`src/hw/rtl/sqtc_pkg.sv`:
```
// Shared types and constants for the square transposition cipher block.
package sqtc_pkg;

    localparam int CHAR_W = 8;
    localparam int CNT_W  = 6;
    localparam int DIM_W  = 4;
    localparam int MODE_W = 2;
    localparam int ADDR_W = 3;
    localparam int DATA_W = 32;

    localparam logic [MODE_W-1:0] MODE_NORMAL = 2'd0;
    localparam logic [MODE_W-1:0] MODE_ROWS   = 2'd1;
    localparam logic [MODE_W-1:0] MODE_CIPHER = 2'd2;
    localparam logic [MODE_W-1:0] MODE_PADDED = 2'd3;

    // register select is paddr[2]; one register only
    localparam logic REG_OUTPUT_MODE = 1'b0;

    localparam logic [CHAR_W-1:0] CHAR_SPACE = 8'h20;
    localparam logic [CHAR_W-1:0] CHAR_0     = 8'h30;
    localparam logic [CHAR_W-1:0] CHAR_9     = 8'h39;
    localparam logic [CHAR_W-1:0] CHAR_UA    = 8'h41;
    localparam logic [CHAR_W-1:0] CHAR_UZ    = 8'h5A;
    localparam logic [CHAR_W-1:0] CHAR_LA    = 8'h61;
    localparam logic [CHAR_W-1:0] CHAR_LZ    = 8'h7A;
    localparam logic [CHAR_W-1:0] CASE_BIT   = 8'h20;

    typedef struct packed {
        logic [CHAR_W-1:0] in_char;
        logic              in_last;
    } text_item_t;

    typedef struct packed {
        logic [CHAR_W-1:0] out_char;
        logic              group_end;
        logic              out_last;
        logic              overflow;
    } cipher_item_t;

    // classified byte handed from front to back
    typedef struct packed {
        logic [CHAR_W-1:0] ch;
        logic              keep;
        logic              last;
    } class_item_t;

endpackage

```
`src/hw/rtl/square_transposition_cipher_top.sv`:
```
// Top level of the square transposition cipher: register port, front and back ends.
//
//  channel  | handshake                         | payload
//  ---------+-----------------------------------+------------------------------
//  text     | text_valid / text_ready           | text (in_char, in_last)
//  cipher   | cipher_valid / cipher_ready       | cipher (out_char, group_end,
//           |                                   |   out_last, overflow)
//  config   | psel, penable, pwrite, pready     | paddr, pwdata, prdata
//
// Loading takes one byte transfer per cycle while the two-entry queue has room.
// After the last byte the back end sizes the square, then emits each output character by a
// store read followed by an output register load, held while the output register is full and cipher_ready is low.
// Reset clears the character count, the overflow flag and the queue; output_mode resets to 3.
// Bytes keep flowing into the queue while the back end emits; text_ready drops when it fills.
module square_transposition_cipher_top
#(
    parameter int MAX_CHARS = 48
)
(
    input  logic                          clk,
    input  logic                          rst_n,
    input  logic                          psel,
    input  logic                          penable,
    input  logic                          pwrite,
    input  logic [sqtc_pkg::ADDR_W-1:0]   paddr,
    input  logic [sqtc_pkg::DATA_W-1:0]   pwdata,
    output logic [sqtc_pkg::DATA_W-1:0]   prdata,
    output logic                          pready,
    input  logic                          text_valid,
    output logic                          text_ready,
    input  sqtc_pkg::text_item_t          text,
    output logic                          cipher_valid,
    input  logic                          cipher_ready,
    output sqtc_pkg::cipher_item_t        cipher
);

    logic [sqtc_pkg::MODE_W-1:0] mode_reg;
    logic [sqtc_pkg::MODE_W-1:0] mode_next;
    logic                        reg_sel;
    logic                        q_valid;
    logic                        q_pop;
    sqtc_pkg::class_item_t       q_item;

    assign pready  = 1'b1;
    assign reg_sel = (paddr[sqtc_pkg::ADDR_W-1] == sqtc_pkg::REG_OUTPUT_MODE);
    assign prdata  = reg_sel ? {{(sqtc_pkg::DATA_W-sqtc_pkg::MODE_W){1'b0}}, mode_reg} : '0;

    always_comb
    begin
        mode_next = mode_reg;
        if (psel && penable && pwrite && reg_sel)
        begin
            mode_next = pwdata[sqtc_pkg::MODE_W-1:0];
        end
    end

    always_ff @(posedge clk or negedge rst_n)
    begin
        if (!rst_n)
        begin
            mode_reg <= sqtc_pkg::MODE_PADDED;
        end
        else
        begin
            mode_reg <= mode_next;
        end
    end

    sqtc_front u_front
    (
        .clk        (clk),
        .rst_n      (rst_n),
        .text_valid (text_valid),
        .text_ready (text_ready),
        .text       (text),
        .q_valid    (q_valid),
        .q_item     (q_item),
        .q_pop      (q_pop)
    );

    sqtc_back
    #(
        .MAX_CHARS (MAX_CHARS)
    )
    u_back
    (
        .clk          (clk),
        .rst_n        (rst_n),
        .q_valid      (q_valid),
        .q_item       (q_item),
        .q_pop        (q_pop),
        .output_mode  (mode_reg),
        .cipher_valid (cipher_valid),
        .cipher_ready (cipher_ready),
        .cipher       (cipher)
    );

endmodule

```
`src/hw/rtl/sqtc_front.sv`:
```
// Front end: accepts text bytes, filters and folds them, queues them for the back end.
module sqtc_front
(
    input  logic                 clk,
    input  logic                 rst_n,
    input  logic                 text_valid,
    output logic                 text_ready,
    input  sqtc_pkg::text_item_t text,
    output logic                 q_valid,
    output sqtc_pkg::class_item_t q_item,
    input  logic                 q_pop
);

    sqtc_pkg::class_item_t slot_reg [2];
    logic                  wr_ptr_reg;
    logic                  wr_ptr_next;
    logic                  rd_ptr_reg;
    logic                  rd_ptr_next;
    logic [1:0]            fill_reg;
    logic [1:0]            fill_next;
    sqtc_pkg::class_item_t cls;
    logic                  is_digit;
    logic                  is_upper;
    logic                  is_lower;
    logic                  push;
    logic                  pop;

    always_comb
    begin
        is_digit = (text.in_char >= sqtc_pkg::CHAR_0)  && (text.in_char <= sqtc_pkg::CHAR_9);
        is_upper = (text.in_char >= sqtc_pkg::CHAR_UA) && (text.in_char <= sqtc_pkg::CHAR_UZ);
        is_lower = (text.in_char >= sqtc_pkg::CHAR_LA) && (text.in_char <= sqtc_pkg::CHAR_LZ);
        cls.ch   = is_upper ? (text.in_char | sqtc_pkg::CASE_BIT) : text.in_char;
        cls.keep = is_digit || is_upper || is_lower;
        cls.last = text.in_last;
    end

    assign text_ready = (fill_reg != 2'd2);
    assign q_valid    = (fill_reg != 2'd0);
    assign q_item     = slot_reg[rd_ptr_reg];

    // bytes that are dropped and not last never enter the queue
    assign push = text_valid && text_ready && (cls.keep || cls.last);
    assign pop  = q_pop && q_valid;

    always_comb
    begin
        wr_ptr_next = push ? ~wr_ptr_reg : wr_ptr_reg;
        rd_ptr_next = pop ? ~rd_ptr_reg : rd_ptr_reg;
        fill_next   = fill_reg;
        if (push && !pop)
        begin
            fill_next = fill_reg + 2'd1;
        end
        else if (pop && !push)
        begin
            fill_next = fill_reg - 2'd1;
        end
    end

    always_ff @(posedge clk or negedge rst_n)
    begin
        if (!rst_n)
        begin
            wr_ptr_reg <= 1'b0;
            rd_ptr_reg <= 1'b0;
            fill_reg   <= 2'd0;
        end
        else
        begin
            wr_ptr_reg <= wr_ptr_next;
            rd_ptr_reg <= rd_ptr_next;
            fill_reg   <= fill_next;
        end
    end

    always_ff @(posedge clk)
    begin
        if (push)
        begin
            slot_reg[wr_ptr_reg] <= cls;
        end
    end

endmodule

```
`src/hw/rtl/sqtc_back.sv`:
```
// Back end: stores kept characters, sizes the square and emits the chosen output form.
module sqtc_back
#(
    parameter int MAX_CHARS = 48
)
(
    input  logic                          clk,
    input  logic                          rst_n,
    input  logic                          q_valid,
    input  sqtc_pkg::class_item_t         q_item,
    output logic                          q_pop,
    input  logic [sqtc_pkg::MODE_W-1:0]   output_mode,
    output logic                          cipher_valid,
    input  logic                          cipher_ready,
    output sqtc_pkg::cipher_item_t        cipher
);

    localparam int AW = (MAX_CHARS > 1) ? $clog2(MAX_CHARS) : 1;
    localparam logic [sqtc_pkg::CNT_W-1:0] CNT_MAX = sqtc_pkg::CNT_W'(MAX_CHARS);

    localparam logic [1:0] ST_LOAD = 2'd0;
    localparam logic [1:0] ST_SIZE = 2'd1;
    localparam logic [1:0] ST_READ = 2'd2;
    localparam logic [1:0] ST_PUT  = 2'd3;

    logic [sqtc_pkg::CHAR_W-1:0] mem [MAX_CHARS];
    logic [sqtc_pkg::CHAR_W-1:0] mem_q;

    logic [1:0]                  state_reg,  state_next;
    logic [sqtc_pkg::CNT_W-1:0]  cnt_reg,    cnt_next;
    logic                        drop_reg,   drop_next;
    logic [sqtc_pkg::MODE_W-1:0] mode_reg,   mode_next;
    logic [sqtc_pkg::DIM_W-1:0]  c_reg,      c_next;
    logic [sqtc_pkg::DIM_W-1:0]  r_reg,      r_next;
    logic [sqtc_pkg::DIM_W-1:0]  row_reg,    row_next;
    logic [sqtc_pkg::DIM_W-1:0]  col_reg,    col_next;
    logic [sqtc_pkg::CNT_W-1:0]  idx_reg,    idx_next;
    logic                        sep_reg,    sep_next;
    logic                        out_valid_reg, out_valid_next;
    sqtc_pkg::cipher_item_t      out_reg;

    logic                        wr_en;
    logic                        rd_en;
    logic                        load_out;
    logic                        out_free;
    logic [sqtc_pkg::CNT_W-1:0]  n_total;
    logic [2*sqtc_pkg::DIM_W-1:0] c_sq;
    logic [2*sqtc_pkg::DIM_W-1:0] c_cm1;
    logic [2*sqtc_pkg::DIM_W-1:0] n_wide;
    logic                        last_idx;
    logic                        col_end;
    logic                        row_end;
    logic                        past_end;
    logic                        idx_in;
    sqtc_pkg::cipher_item_t      item;
    logic                        col_step;

    assign out_free     = !out_valid_reg || cipher_ready;
    assign cipher_valid = out_valid_reg;
    assign cipher       = out_reg;

    always_comb
    begin
        c_sq     = c_reg * c_reg;
        c_cm1    = c_reg * (c_reg - sqtc_pkg::DIM_W'(1));
        n_wide   = {{(2*sqtc_pkg::DIM_W-sqtc_pkg::CNT_W){1'b0}}, cnt_reg};
        last_idx = (idx_reg == cnt_reg - sqtc_pkg::CNT_W'(1));
        col_end  = (col_reg == c_reg - sqtc_pkg::DIM_W'(1));
        row_end  = (row_reg == r_reg - sqtc_pkg::DIM_W'(1));
        past_end = ({1'b0, idx_reg} + {3'b000, c_reg}) >= {1'b0, cnt_reg};
        idx_in   = (idx_reg < cnt_reg);
    end

    // output item and column step for the current cursor position
    always_comb
    begin
        item.out_char  = mem_q;
        item.group_end = 1'b0;
        item.out_last  = 1'b0;
        item.overflow  = drop_reg;
        col_step       = 1'b0;
        case (mode_reg)
            sqtc_pkg::MODE_NORMAL:
            begin
                item.out_last = last_idx;
            end
            sqtc_pkg::MODE_ROWS:
            begin
                item.group_end = col_end || last_idx;
                item.out_last  = last_idx;
            end
            sqtc_pkg::MODE_CIPHER:
            begin
                item.group_end = row_end || past_end;
                item.out_last  = col_end && (row_end || past_end);
                col_step       = row_end || past_end;
            end
            default:
            begin
                if (sep_reg)
                begin
                    item.out_char = sqtc_pkg::CHAR_SPACE;
                end
                else
                begin
                    item.out_char  = idx_in ? mem_q : sqtc_pkg::CHAR_SPACE;
                    item.group_end = row_end;
                    item.out_last  = col_end && row_end;
                    col_step       = row_end;
                end
            end
        endcase
    end

    always_comb
    begin
        state_next     = state_reg;
        cnt_next       = cnt_reg;
        drop_next      = drop_reg;
        mode_next      = mode_reg;
        c_next         = c_reg;
        r_next         = r_reg;
        row_next       = row_reg;
        col_next       = col_reg;
        idx_next       = idx_reg;
        sep_next       = sep_reg;
        q_pop          = 1'b0;
        wr_en          = 1'b0;
        rd_en          = 1'b0;
        load_out       = 1'b0;
        n_total        = cnt_reg;
        out_valid_next = out_valid_reg;
        if (out_valid_reg && cipher_ready)
        begin
            out_valid_next = 1'b0;
        end

        unique case (state_reg)
            ST_LOAD:
            begin
                if (q_valid)
                begin
                    q_pop = 1'b1;
                    if (q_item.keep)
                    begin
                        if (cnt_reg < CNT_MAX)
                        begin
                            wr_en    = 1'b1;
                            n_total  = cnt_reg + sqtc_pkg::CNT_W'(1);
                            cnt_next = n_total;
                        end
                        else
                        begin
                            drop_next = 1'b1;
                        end
                    end
                    if (q_item.last)
                    begin
                        if (n_total == '0)
                        begin
                            cnt_next  = '0;
                            drop_next = 1'b0;
                        end
                        else
                        begin
                            c_next     = sqtc_pkg::DIM_W'(1);
                            mode_next  = output_mode;
                            state_next = ST_SIZE;
                        end
                    end
                end
            end
            ST_SIZE:
            begin
                if (c_sq >= n_wide)
                begin
                    r_next     = (n_wide > c_cm1) ? c_reg : c_reg - sqtc_pkg::DIM_W'(1);
                    row_next   = '0;
                    col_next   = '0;
                    idx_next   = '0;
                    sep_next   = 1'b0;
                    state_next = ST_READ;
                end
                else
                begin
                    c_next = c_reg + sqtc_pkg::DIM_W'(1);
                end
            end
            ST_READ:
            begin
                rd_en      = 1'b1;
                state_next = ST_PUT;
            end
            ST_PUT:
            begin
                if (out_free)
                begin
                    load_out       = 1'b1;
                    out_valid_next = 1'b1;
                    state_next     = ST_READ;
                    if (mode_reg == sqtc_pkg::MODE_NORMAL || mode_reg == sqtc_pkg::MODE_ROWS)
                    begin
                        idx_next = idx_reg + sqtc_pkg::CNT_W'(1);
                        col_next = col_end ? '0 : col_reg + sqtc_pkg::DIM_W'(1);
                    end
                    else if (mode_reg == sqtc_pkg::MODE_PADDED && sep_reg)
                    begin
                        sep_next = 1'b0;
                    end
                    else if (col_step)
                    begin
                        col_next = col_reg + sqtc_pkg::DIM_W'(1);
                        row_next = '0;
                        idx_next = {{(sqtc_pkg::CNT_W-sqtc_pkg::DIM_W){1'b0}}, col_reg}
                                   + sqtc_pkg::CNT_W'(1);
                        sep_next = (mode_reg == sqtc_pkg::MODE_PADDED);
                    end
                    else
                    begin
                        row_next = row_reg + sqtc_pkg::DIM_W'(1);
                        idx_next = idx_reg
                                   + {{(sqtc_pkg::CNT_W-sqtc_pkg::DIM_W){1'b0}}, c_reg};
                    end
                    if (item.out_last)
                    begin
                        cnt_next   = '0;
                        drop_next  = 1'b0;
                        state_next = ST_LOAD;
                    end
                end
            end
            default:
            begin
                state_next = ST_LOAD;
            end
        endcase
    end

    always_ff @(posedge clk or negedge rst_n)
    begin
        if (!rst_n)
        begin
            state_reg     <= ST_LOAD;
            cnt_reg       <= '0;
            drop_reg      <= 1'b0;
            mode_reg      <= sqtc_pkg::MODE_PADDED;
            c_reg         <= '0;
            r_reg         <= '0;
            row_reg       <= '0;
            col_reg       <= '0;
            idx_reg       <= '0;
            sep_reg       <= 1'b0;
            out_valid_reg <= 1'b0;
        end
        else
        begin
            state_reg     <= state_next;
            cnt_reg       <= cnt_next;
            drop_reg      <= drop_next;
            mode_reg      <= mode_next;
            c_reg         <= c_next;
            r_reg         <= r_next;
            row_reg       <= row_next;
            col_reg       <= col_next;
            idx_reg       <= idx_next;
            sep_reg       <= sep_next;
            out_valid_reg <= out_valid_next;
        end
    end

    always_ff @(posedge clk)
    begin
        if (load_out)
        begin
            out_reg <= item;
        end
    end

    // text store: one write port, one registered read port
    always_ff @(posedge clk)
    begin
        if (wr_en)
        begin
            mem[cnt_reg[AW-1:0]] <= q_item.ch;
        end
        if (rd_en)
        begin
            mem_q <= mem[idx_reg[AW-1:0]];
        end
    end

endmodule

```
`config.mk`:
```
export PLATFORM = sky130hd
export DESIGN_NAME = square_transposition_cipher_top
export DESIGN_NICKNAME = d
export VERILOG_FILES = /design/src/hw/rtl/sqtc_pkg.sv /design/src/hw/rtl/square_transposition_cipher_top.sv /design/src/hw/rtl/sqtc_front.sv /design/src/hw/rtl/sqtc_back.sv
export SDC_FILE = /design/constraint.sdc
export NUM_CORES = 1
export LEC_CHECK = 0
export BUFFER_PORTS_ARGS = -buffer_cell sky130_fd_sc_hd__clkbuf_2
export CORE_ASPECT_RATIO = 0.7
export CORE_MARGIN = 4
export CORE_UTILIZATION = 55
export CTS_CLUSTER_DIAMETER = 100
export DETAILED_ROUTE_END_ITERATION = 10
export PLACE_DENSITY = 0.81
export SETUP_SLACK_MARGIN = 0.1
export SKIP_CTS_REPAIR_TIMING = 1
export SLEW_MARGIN = 20
export SYNTH_ARGS = -nofsm -noshare
export SYNTH_HDL_FRONTEND = slang
export SYNTH_SLANG_ARGS = --single-unit
```
`constraint.sdc`:
```
create_clock -name clk -period 5.5 [get_ports clk]
set_input_delay 0.55 -clock clk [delete_from_list [all_inputs] [get_ports clk]]
set_output_delay 0.55 -clock clk [all_outputs]
set_load 0.05 [all_outputs]
```
==> key figures, run 1 <==
Worst setup path
  • Cell count along the critical path: 16
  • Endpoint of the most critical register-to-register path: u_back.r_reg[1]
  • Worst reg-to-reg setup slack: 0.53 ns
  • Biggest fanout along the worst timing path: 12
  • CP Capture Type: flip-flop
  • Worst R2R Path Depth: 16
  • Gate family responsible for the most delay along the worst path: adder cells
  • Critical path type: flip-flop to flip-flop
  • Worst path cell trace: buf_4, or3_1, ha_1, nor2_1, fa_1, inv_1, fa_1, inv_1, ha_1, a21oi_1, xor2_1, ha_1, a21o_1, o2111ai_1, mux2i_1, mux2_2
  • Crit path largest cell delay: 0.63 ns
  • Critical Path Source Type: flip-flop
  • Signal arrival time at the worst endpoint: 5.41 ns
  • Master of the slowest instance on the critical path: sky130_fd_sc_hd__o2111ai_1
  • Count of buffering cells on the critical path with inverters included: 3
  • Crit Reg-Reg Startpoint: u_back.c_reg[0]
  • Top cell by count, worst path: sky130_fd_sc_hd__ha_1
  • WP data required: 5.95 ns

Final layout
  • Proportion of layout cells with a drive suffix above 1: 17.7%
  • Area grow syn2layout: 8.60%
  • Largest register FFs: 384
  • # fillers: 2664
  • Antenna Diode Count: 0
  • Total number of nets in the final design: 1414
  • Non-filler instance count after layout: 1825

Die
  • Y dimension of the die: 171 µm
  • Number of cell rows: 59
  • Die width: 240 µm
  • Core Area: 0.0372 mm²
  • I/O Pins: 97
  • Initial standard-cell utilization of the core: 55.8%
  • Floorplan die area: 0.0410 mm²

Synth
  • Area of the mapped netlist: 0.0208 mm²
  • Average footprint of a synthesized cell: 16.4 µm²
  • Gate count of the mapped netlist: 1268
  • Number of synthesized flops with an enable pin: 423
  • Top cell type's share of synthesized area: 61.2%
  • Commonest cells in the synthesized netlist: sky130_fd_sc_hd__edfxtp_1, sky130_fd_sc_hd__mux4_2, sky130_fd_sc_hd__nor2_1
  • Most frequent cell after synthesis: sky130_fd_sc_hd__edfxtp_1
  • Library cells used by synthesis: 74
  • Main synth FF type: sky130_fd_sc_hd__edfxtp_1
  • Share of async-settable or async-resettable flops after synthesis: 8.84%
  • Leading cell types by total area after synthesis: sky130_fd_sc_hd__edfxtp_1, sky130_fd_sc_hd__mux4_2, sky130_fd_sc_hd__dfrtp_1, sky130_fd_sc_hd__ha_1, sky130_fd_sc_hd__mux2i_1
  • Yosys warnings: 0
  • Cell taking the most area after synthesis: sky130_fd_sc_hd__edfxtp_1
  • Post-synthesis register bit count: 464
  • Share of the yosys chip area belonging to registers: 66.2%

Pwr
  • Power density over the cells: 532 mW/mm²
  • Sequential share of power: 40.0%
  • Clock share of power: 23.1%
  • Leak Pwr: 7.85 nW
  • Total chip power: 12.0 mW
  • Part of the total power dissipated in combinational logic: 36.9%
  • Max VDD drop: 0.381 mV
  • Internal power of the cells: 7.59 mW
  • Reported net switching power: 4.39 mW
  • Switching part of the total power: 36.6%

Timing
  • RSZ-0062 raised after global routing: no
  • Final worst-path cycle share: 90.3%
  • Worst clock skew: 0.0295 ns
  • Total negative setup slack: 0 ns
  • Number of failing setup endpoints in the final timing report: 0
  • Slew Viols, Final: 0
  • Transition time of the tightest slew-check pin: 1.07 ns
  • Fmax: 0.201 GHz
  • Max-slew headroom: 28.4%
  • Number of hold violations in the final report: 0
  • Clock period minus final worst setup slack: 4.97 ns

Global routing
  • GR Util All Layers: 22.9%
  • Number of global-route vias before repair: 11300
  • Aggregate global routing overflow: 0
  • Maximum number of pins on one net before global-route repair: 53
  • Wire length of the first global-routing pass: 70.4 mm
  • Antenna violations before repair: 0

Job
  • Count of max-cap constraint violations: 0

Detailed routing
  • Post-Route WL: 46.5 mm
  • 1st-iter DRT viols: 1606
  • Post-DRT Antenna Nets: 0
  • Routed wire length per instance: 25.5 µm
  • Vias per Instance: 6.38
  • Number of vias in the routed layout: 11600
  • Detailed Routing Iterations Pass 1: 5
  • Post-detailed-route DRC marker count: 0

CTS
  • CTS Buf Count: 42
  • Clock root buffer master: sky130_fd_sc_hd__clkbuf_16
  • CTS clock-pin slew for the worst setup and hold paths: 0.07 ns
  • Clock latency at the later pin of the worst-skew pair: 0.56 ns
  • H-tree levels: 2
  • Buffer depth of the longest clock path: 3
  • TritonCTS clock tree: done
  • Total number of clock tree sinks: 464

Placement
  • GP Congestion: 0.876
  • Buffers added on ports: 33
  • Sum of net half-perimeters after detailed placement: 30.2 mm
  • DP Cell Count: 1748

Min path
  • Path class of the lowest-slack min-delay path: primary input to async pin

Outcome
  • Status: completed
-- worst reg2reg max path, stage by stage, from the launching register on --
cell                        delay, ns
sky130_fd_sc_hd__dfrtp_1         0.38
sky130_fd_sc_hd__buf_4           0.19
sky130_fd_sc_hd__or3_1           0.39
sky130_fd_sc_hd__ha_1            0.42
sky130_fd_sc_hd__nor2_1          0.09
sky130_fd_sc_hd__fa_1            0.52
sky130_fd_sc_hd__inv_1           0.06
sky130_fd_sc_hd__fa_1            0.50
sky130_fd_sc_hd__inv_1           0.04
sky130_fd_sc_hd__ha_1            0.35
sky130_fd_sc_hd__a21oi_1         0.18
sky130_fd_sc_hd__xor2_1          0.19
sky130_fd_sc_hd__ha_1            0.27
sky130_fd_sc_hd__a21o_1          0.18
sky130_fd_sc_hd__o2111ai_1       0.63
sky130_fd_sc_hd__mux2i_1         0.18
sky130_fd_sc_hd__mux2_2          0.29
-- power groups by stage --
stage          registers (mW)  clock network (mW)  logic [mW]
5_1_grt                  4.82                2.97        4.75
3_3_place_gp             4.84                   0        4.19
2_1_floorplan            4.76                   0        3.20
3_5_place_dp             4.85                   0        4.34
6_report                 4.80                2.77        4.42
4_1_cts                  4.78                2.80        4.37
-- cell usage in the layout, fill, tap and decap left out, drive strengths merged, types with 18 or more instances in the layout --
| master | n |
|---|---|
| xnor2 | 24 |
| nand2 | 47 |
| o221ai | 25 |
| o21ai | 28 |
| edfxtp | 423 |
| nand3 | 27 |
| nor2 | 88 |
| clkbuf | 91 |
| mux2i | 49 |
| mux2 | 18 |
| mux4 | 90 |
| a21oi | 24 |
| ha | 49 |
| conb | 32 |
| dfrtp | 37 |
| inv | 47 |
-- logic make-up (layout without fill, tap and decap cells) --
group | Yosys count | in the layout | synth area share [%]
xor+xnor | 38 | 38 | 1.60
flops | 464 | 464 | 66.2
other cells | 2 | 32 | 0.0362
buf+inv | 134 | 173 | 3.41
mux | 157 | 157 | 13.1
compound gates | 169 | 169 | 6.05
simple gates | 245 | 245 | 5.71
fa+ha+maj | 59 | 59 | 3.92
-- how the worst max path moves through the flow --
stage,from,to,slack (ns)
after floorplan,u_back.c_reg[0],u_back.r_reg[1],0.92
after global placement,u_back.c_reg[0],u_back.r_reg[1],0.73
after detailed placement,u_back.c_reg[0],u_back.r_reg[1],0.63
after CTS,u_back.c_reg[0],u_back.r_reg[1],0.59
after global routing,u_back.c_reg[0],u_back.r_reg[1],0.37
final,u_back.c_reg[0],u_back.r_reg[1],0.53
-- cell type report --
cell class / instances / area, µm² / share of cell area (%)
Sequential cell: 464 / 13700 / 61.0
Multi-Input combinational cell: 700 / 6440 / 28.6
Clock buffer: 58 / 1130 / 5.02
Tap cell: 488 / 611 / 2.71
Timing Repair Buffer: 50 / 293 / 1.30
Inverter: 46 / 173 / 0.766
Clock inverter: 19 / 146 / 0.649
-- layer usage --
metal | wire length, µm | track usage [%]
met1 | 19700 | 36.1
met2 | 20700 | 33.1
met3 | 5390 | 6.04
met4 | 656 | 4.24
met5 | 0 | 0
-- per-stage QoR --
| stage | util [%] | setup WS (ns) | hold slack [ns] | area (µm²) |
|---|---|---|---|---|
| after floorplan | - | 0.918 | 0.254 | 20900 |
| after global placement | 57.1 | 0.725 | 0.457 | 21300 |
| after detailed placement | 57.1 | 0.630 | 0.462 | 21300 |
| after CTS | 60.6 | 0.592 | 0.0909 | 22500 |
| after global routing | 60.6 | 0.366 | 0.130 | 22500 |
| final | 60.6 | 0.534 | 0.0889 | 22500 |
Power figures use the tool's default switching activity.
==> run 2: changes to the inputs <==
REMOVE_ABC_BUFFERS = 1   (was not set)
==> run 2 against run 1 <==
Sequential power is essentially flat. Routed wire length down 1.4%. Final cell count is 0.44% lower. Combinational power down 2%. Critical endpoint unchanged. Largest cell class unchanged.
==> key figures, run 2 (same netlist as run 1, synthesis figures left out) <==
Final layout
  • Antenna Diode Count: 0 (unchanged)
  • Highest-count cells in the layout ignoring fill and taps: sky130_fd_sc_hd__edfxtp_1, sky130_fd_sc_hd__mux4_2, sky130_fd_sc_hd__nor2_1 (unchanged)
  • Total number of nets in the final design: 1412 (was 1414)
  • Area grow syn2layout: 8.49% (was 8.60%)
  • Largest register FFs: 384 (unchanged)
  • # fillers: 2664 (unchanged)
  • Commonest non-fill, non-tap cell in the layout: sky130_fd_sc_hd__edfxtp_1 (unchanged)
  • Proportion of layout cells with a drive suffix above 1: 17.3% (was 17.7%)
  • Utilization of the core after routing: 60.5% (was 60.6%)
  • Final design area excluding fillers: 0.0225 mm² (about the same)

Timing
  • Worst clock skew: 0.0178 ns (was 0.0295 ns)
  • Max-slew headroom: 27.0% (was 28.4%)
  • Number of failing setup endpoints in the final timing report: 0 (unchanged)
  • Transition time of the tightest slew-check pin: 1.07 ns (about the same)
  • Fmax: 0.204 GHz (was 0.201 GHz)
  • Clock period minus final worst setup slack: 4.90 ns (was 4.97 ns)
  • Number of hold violations in the final report: 0 (unchanged)
  • RSZ-0062 raised after global routing: no (unchanged)
  • Slew Viols, Final: 0 (unchanged)
  • Final worst-path cycle share: 89.1% (was 90.3%)
  • Final setup slack of the worst path: 0.602 ns (was 0.534 ns)

Detailed routing
  • Routed wire length per instance: 25.2 µm (was 25.5 µm)
  • 1st-iter DRT viols: 1811 (was 1606)
  • Post-DRT Antenna Nets: 0 (unchanged)
  • Detailed Routing Iterations Pass 1: 6 (was 5)
  • Post-detailed-route DRC marker count: 0 (unchanged)
  • Post-Route WL: 45.9 mm (was 46.5 mm)
  • Number of vias in the routed layout: 11600 (about the same)
  • Vias per Instance: 6.39 (was 6.38)

Pwr
  • Leak Pwr: 7.84 nW (was 7.85 nW)
  • Power density over the cells: 528 mW/mm² (was 532 mW/mm²)
  • Max VDD drop: 0.303 mV (was 0.381 mV)

Die
  • Number of cell rows: 59 (unchanged)
  • Die width: 240 µm (unchanged)
  • I/O Pins: 97 (unchanged)
  • Initial standard-cell utilization of the core: 55.8% (unchanged)
  • Core Area: 0.0372 mm² (unchanged)
  • Floorplan die area: 0.0410 mm² (unchanged)
  • Y dimension of the die: 171 µm (unchanged)

CTS
  • Buffer depth of the longest clock path: 3 (unchanged)
  • Total number of clock tree sinks: 464 (unchanged)
  • TritonCTS clock tree: done (unchanged)
  • CTS Buf Count: 43 (was 42)
  • H-tree levels: 2 (unchanged)
  • CTS clock-pin slew for the worst setup and hold paths: 0.06 ns (was 0.07 ns)
  • Clock latency at the later pin of the worst-skew pair: 0.55 ns (was 0.56 ns)
  • Clock root buffer master: sky130_fd_sc_hd__clkbuf_16 (unchanged)

Worst setup path
  • CP Capture Type: flip-flop (unchanged)
  • Signal arrival time at the worst endpoint: 5.32 ns (was 5.41 ns)
  • Critical Path Source Type: flip-flop (unchanged)
  • Endpoint of the most critical register-to-register path: u_back.r_reg[1] (unchanged)
  • Worst reg-to-reg setup slack: 0.60 ns (was 0.53 ns)
  • Critical path type: flip-flop to flip-flop (unchanged)
  • Destination of the critical timing path: u_back.r_reg[1] (unchanged)
  • Worst R2R Path Depth: 18 (was 16)
  • Crit Reg-Reg Startpoint: u_back.c_reg[0] (unchanged)
  • Critical Path Start: u_back.c_reg[0] (unchanged)
  • Biggest fanout along the worst timing path: 9 (was 12)
  • WP data required: 5.92 ns (was 5.95 ns)

Min path
  • Path class of the lowest-slack min-delay path: primary input to async pin (unchanged)

Outcome
  • Status: completed (unchanged)

Placement
  • Pre-CTS worst setup slack: 0.655 ns (was 0.630 ns)
  • Dpl cell area: 0.0213 mm² (about the same)
  • Sum of net half-perimeters after detailed placement: 29.7 mm (was 30.2 mm)
  • Buffers added on ports: 33 (unchanged)
  • GP Congestion: 0.882 (was 0.876)

Global routing
  • GR Util All Layers: 22.6% (was 22.9%)
  • Maximum number of pins on one net before global-route repair: 120 (was 53)
  • Number of global-route vias before repair: 11500 (was 11300)
  • Wire length of the first global-routing pass: 70.0 mm (was 70.4 mm)
  • Aggregate global routing overflow: 0 (unchanged)
  • Antenna violations before repair: 0 (unchanged)

Job
  • Count of max-cap constraint violations: 0 (unchanged)
run 2: changes by cell type in the layout (fill, tap and decap cells not counted), sizes merged:
cell,previous run,this run
clkbuf,91,87
clkinv,14,16
inv,47,45
buf,17,14
bufinv,1,2
clkinvlp,3,1
run 2: worst min path at each step:
stage,start,to,slack [ns]
2_1_floorplan,rst_n,u_back.c_reg[0],0.25
3_3_place_gp,u_front.fill_reg[1],u_front.fill_reg[1],0.48
3_5_place_dp,u_front.fill_reg[1],u_front.fill_reg[1],0.49
4_1_cts,rst_n,u_back.r_reg[0],0.09
5_1_grt,rst_n,u_back.state_reg[0],0.12
6_report,rst_n,u_front.rd_ptr_reg,0.09
run 2: layout make-up:
class	count	area [µm²]	share of cell area, %
flip-flops and latches	464	13700	61.0
well taps	488	611	2.71
inverters	46	173	0.767
clock buffers	54	1120	4.96
clock inverters	18	136	0.606
repair buffers	47	283	1.26
multi-input cells	700	6460	28.7
run 2: metrics by stage:
stage / setup TNS [ns] / hold WS (ns) / total power [mW] / cells
2_1_floorplan: -56.86 / 0.254 / 7.96 / 1210
3_3_place_gp: 0 / 0.479 / 8.99 / 1745
3_5_place_dp: 0 / 0.486 / 9.13 / 1745
4_1_cts: 0 / 0.0909 / 11.9 / 1817
5_1_grt: 0 / 0.124 / 12.5 / 1817
6_report: 0 / 0.0939 / 11.9 / 1817
run 2: report_power, final:
group          leakage [nW]  switching (mW)  internal (mW)
registers              4.30           0.365           4.43
logic                  2.93            2.68           1.66
clock network         0.612            1.23           1.53
total                  7.84            4.27           7.61
run 2: layer usage:
| metal | routed length (µm) | vias to the layer above | GRT usage, % |
|---|---|---|---|
| met1 | 18900 | 5876 | 33.8 |
| met5 | 0 | - | 0 |
| met2 | 20800 | 641 | 33.7 |
| met3 | 5070 | 94 | 6.16 |
| li1 | - | 5003 | - |
| met4 | 1110 | 0 | 5.54 |
run 2: critical path, cell delays in order (launching register included):
cell and delay [ns]:
sky130_fd_sc_hd__dfrtp_1 0.38, sky130_fd_sc_hd__inv_1 0.22, sky130_fd_sc_hd__ha_1 0.22, sky130_fd_sc_hd__inv_1 0.05, sky130_fd_sc_hd__ha_1 0.32, sky130_fd_sc_hd__inv_1 0.10, sky130_fd_sc_hd__nand2_1 0.07, sky130_fd_sc_hd__fa_1 0.49
sky130_fd_sc_hd__inv_1 0.06, sky130_fd_sc_hd__fa_1 0.53, sky130_fd_sc_hd__ha_1 0.34, sky130_fd_sc_hd__a21o_1 0.18, sky130_fd_sc_hd__a21oi_1 0.19, sky130_fd_sc_hd__xor2_1 0.16, sky130_fd_sc_hd__ha_1 0.25, sky130_fd_sc_hd__a21o_1 0.18
sky130_fd_sc_hd__o2111ai_1 0.60, sky130_fd_sc_hd__mux2i_1 0.16, sky130_fd_sc_hd__mux2_2 0.28
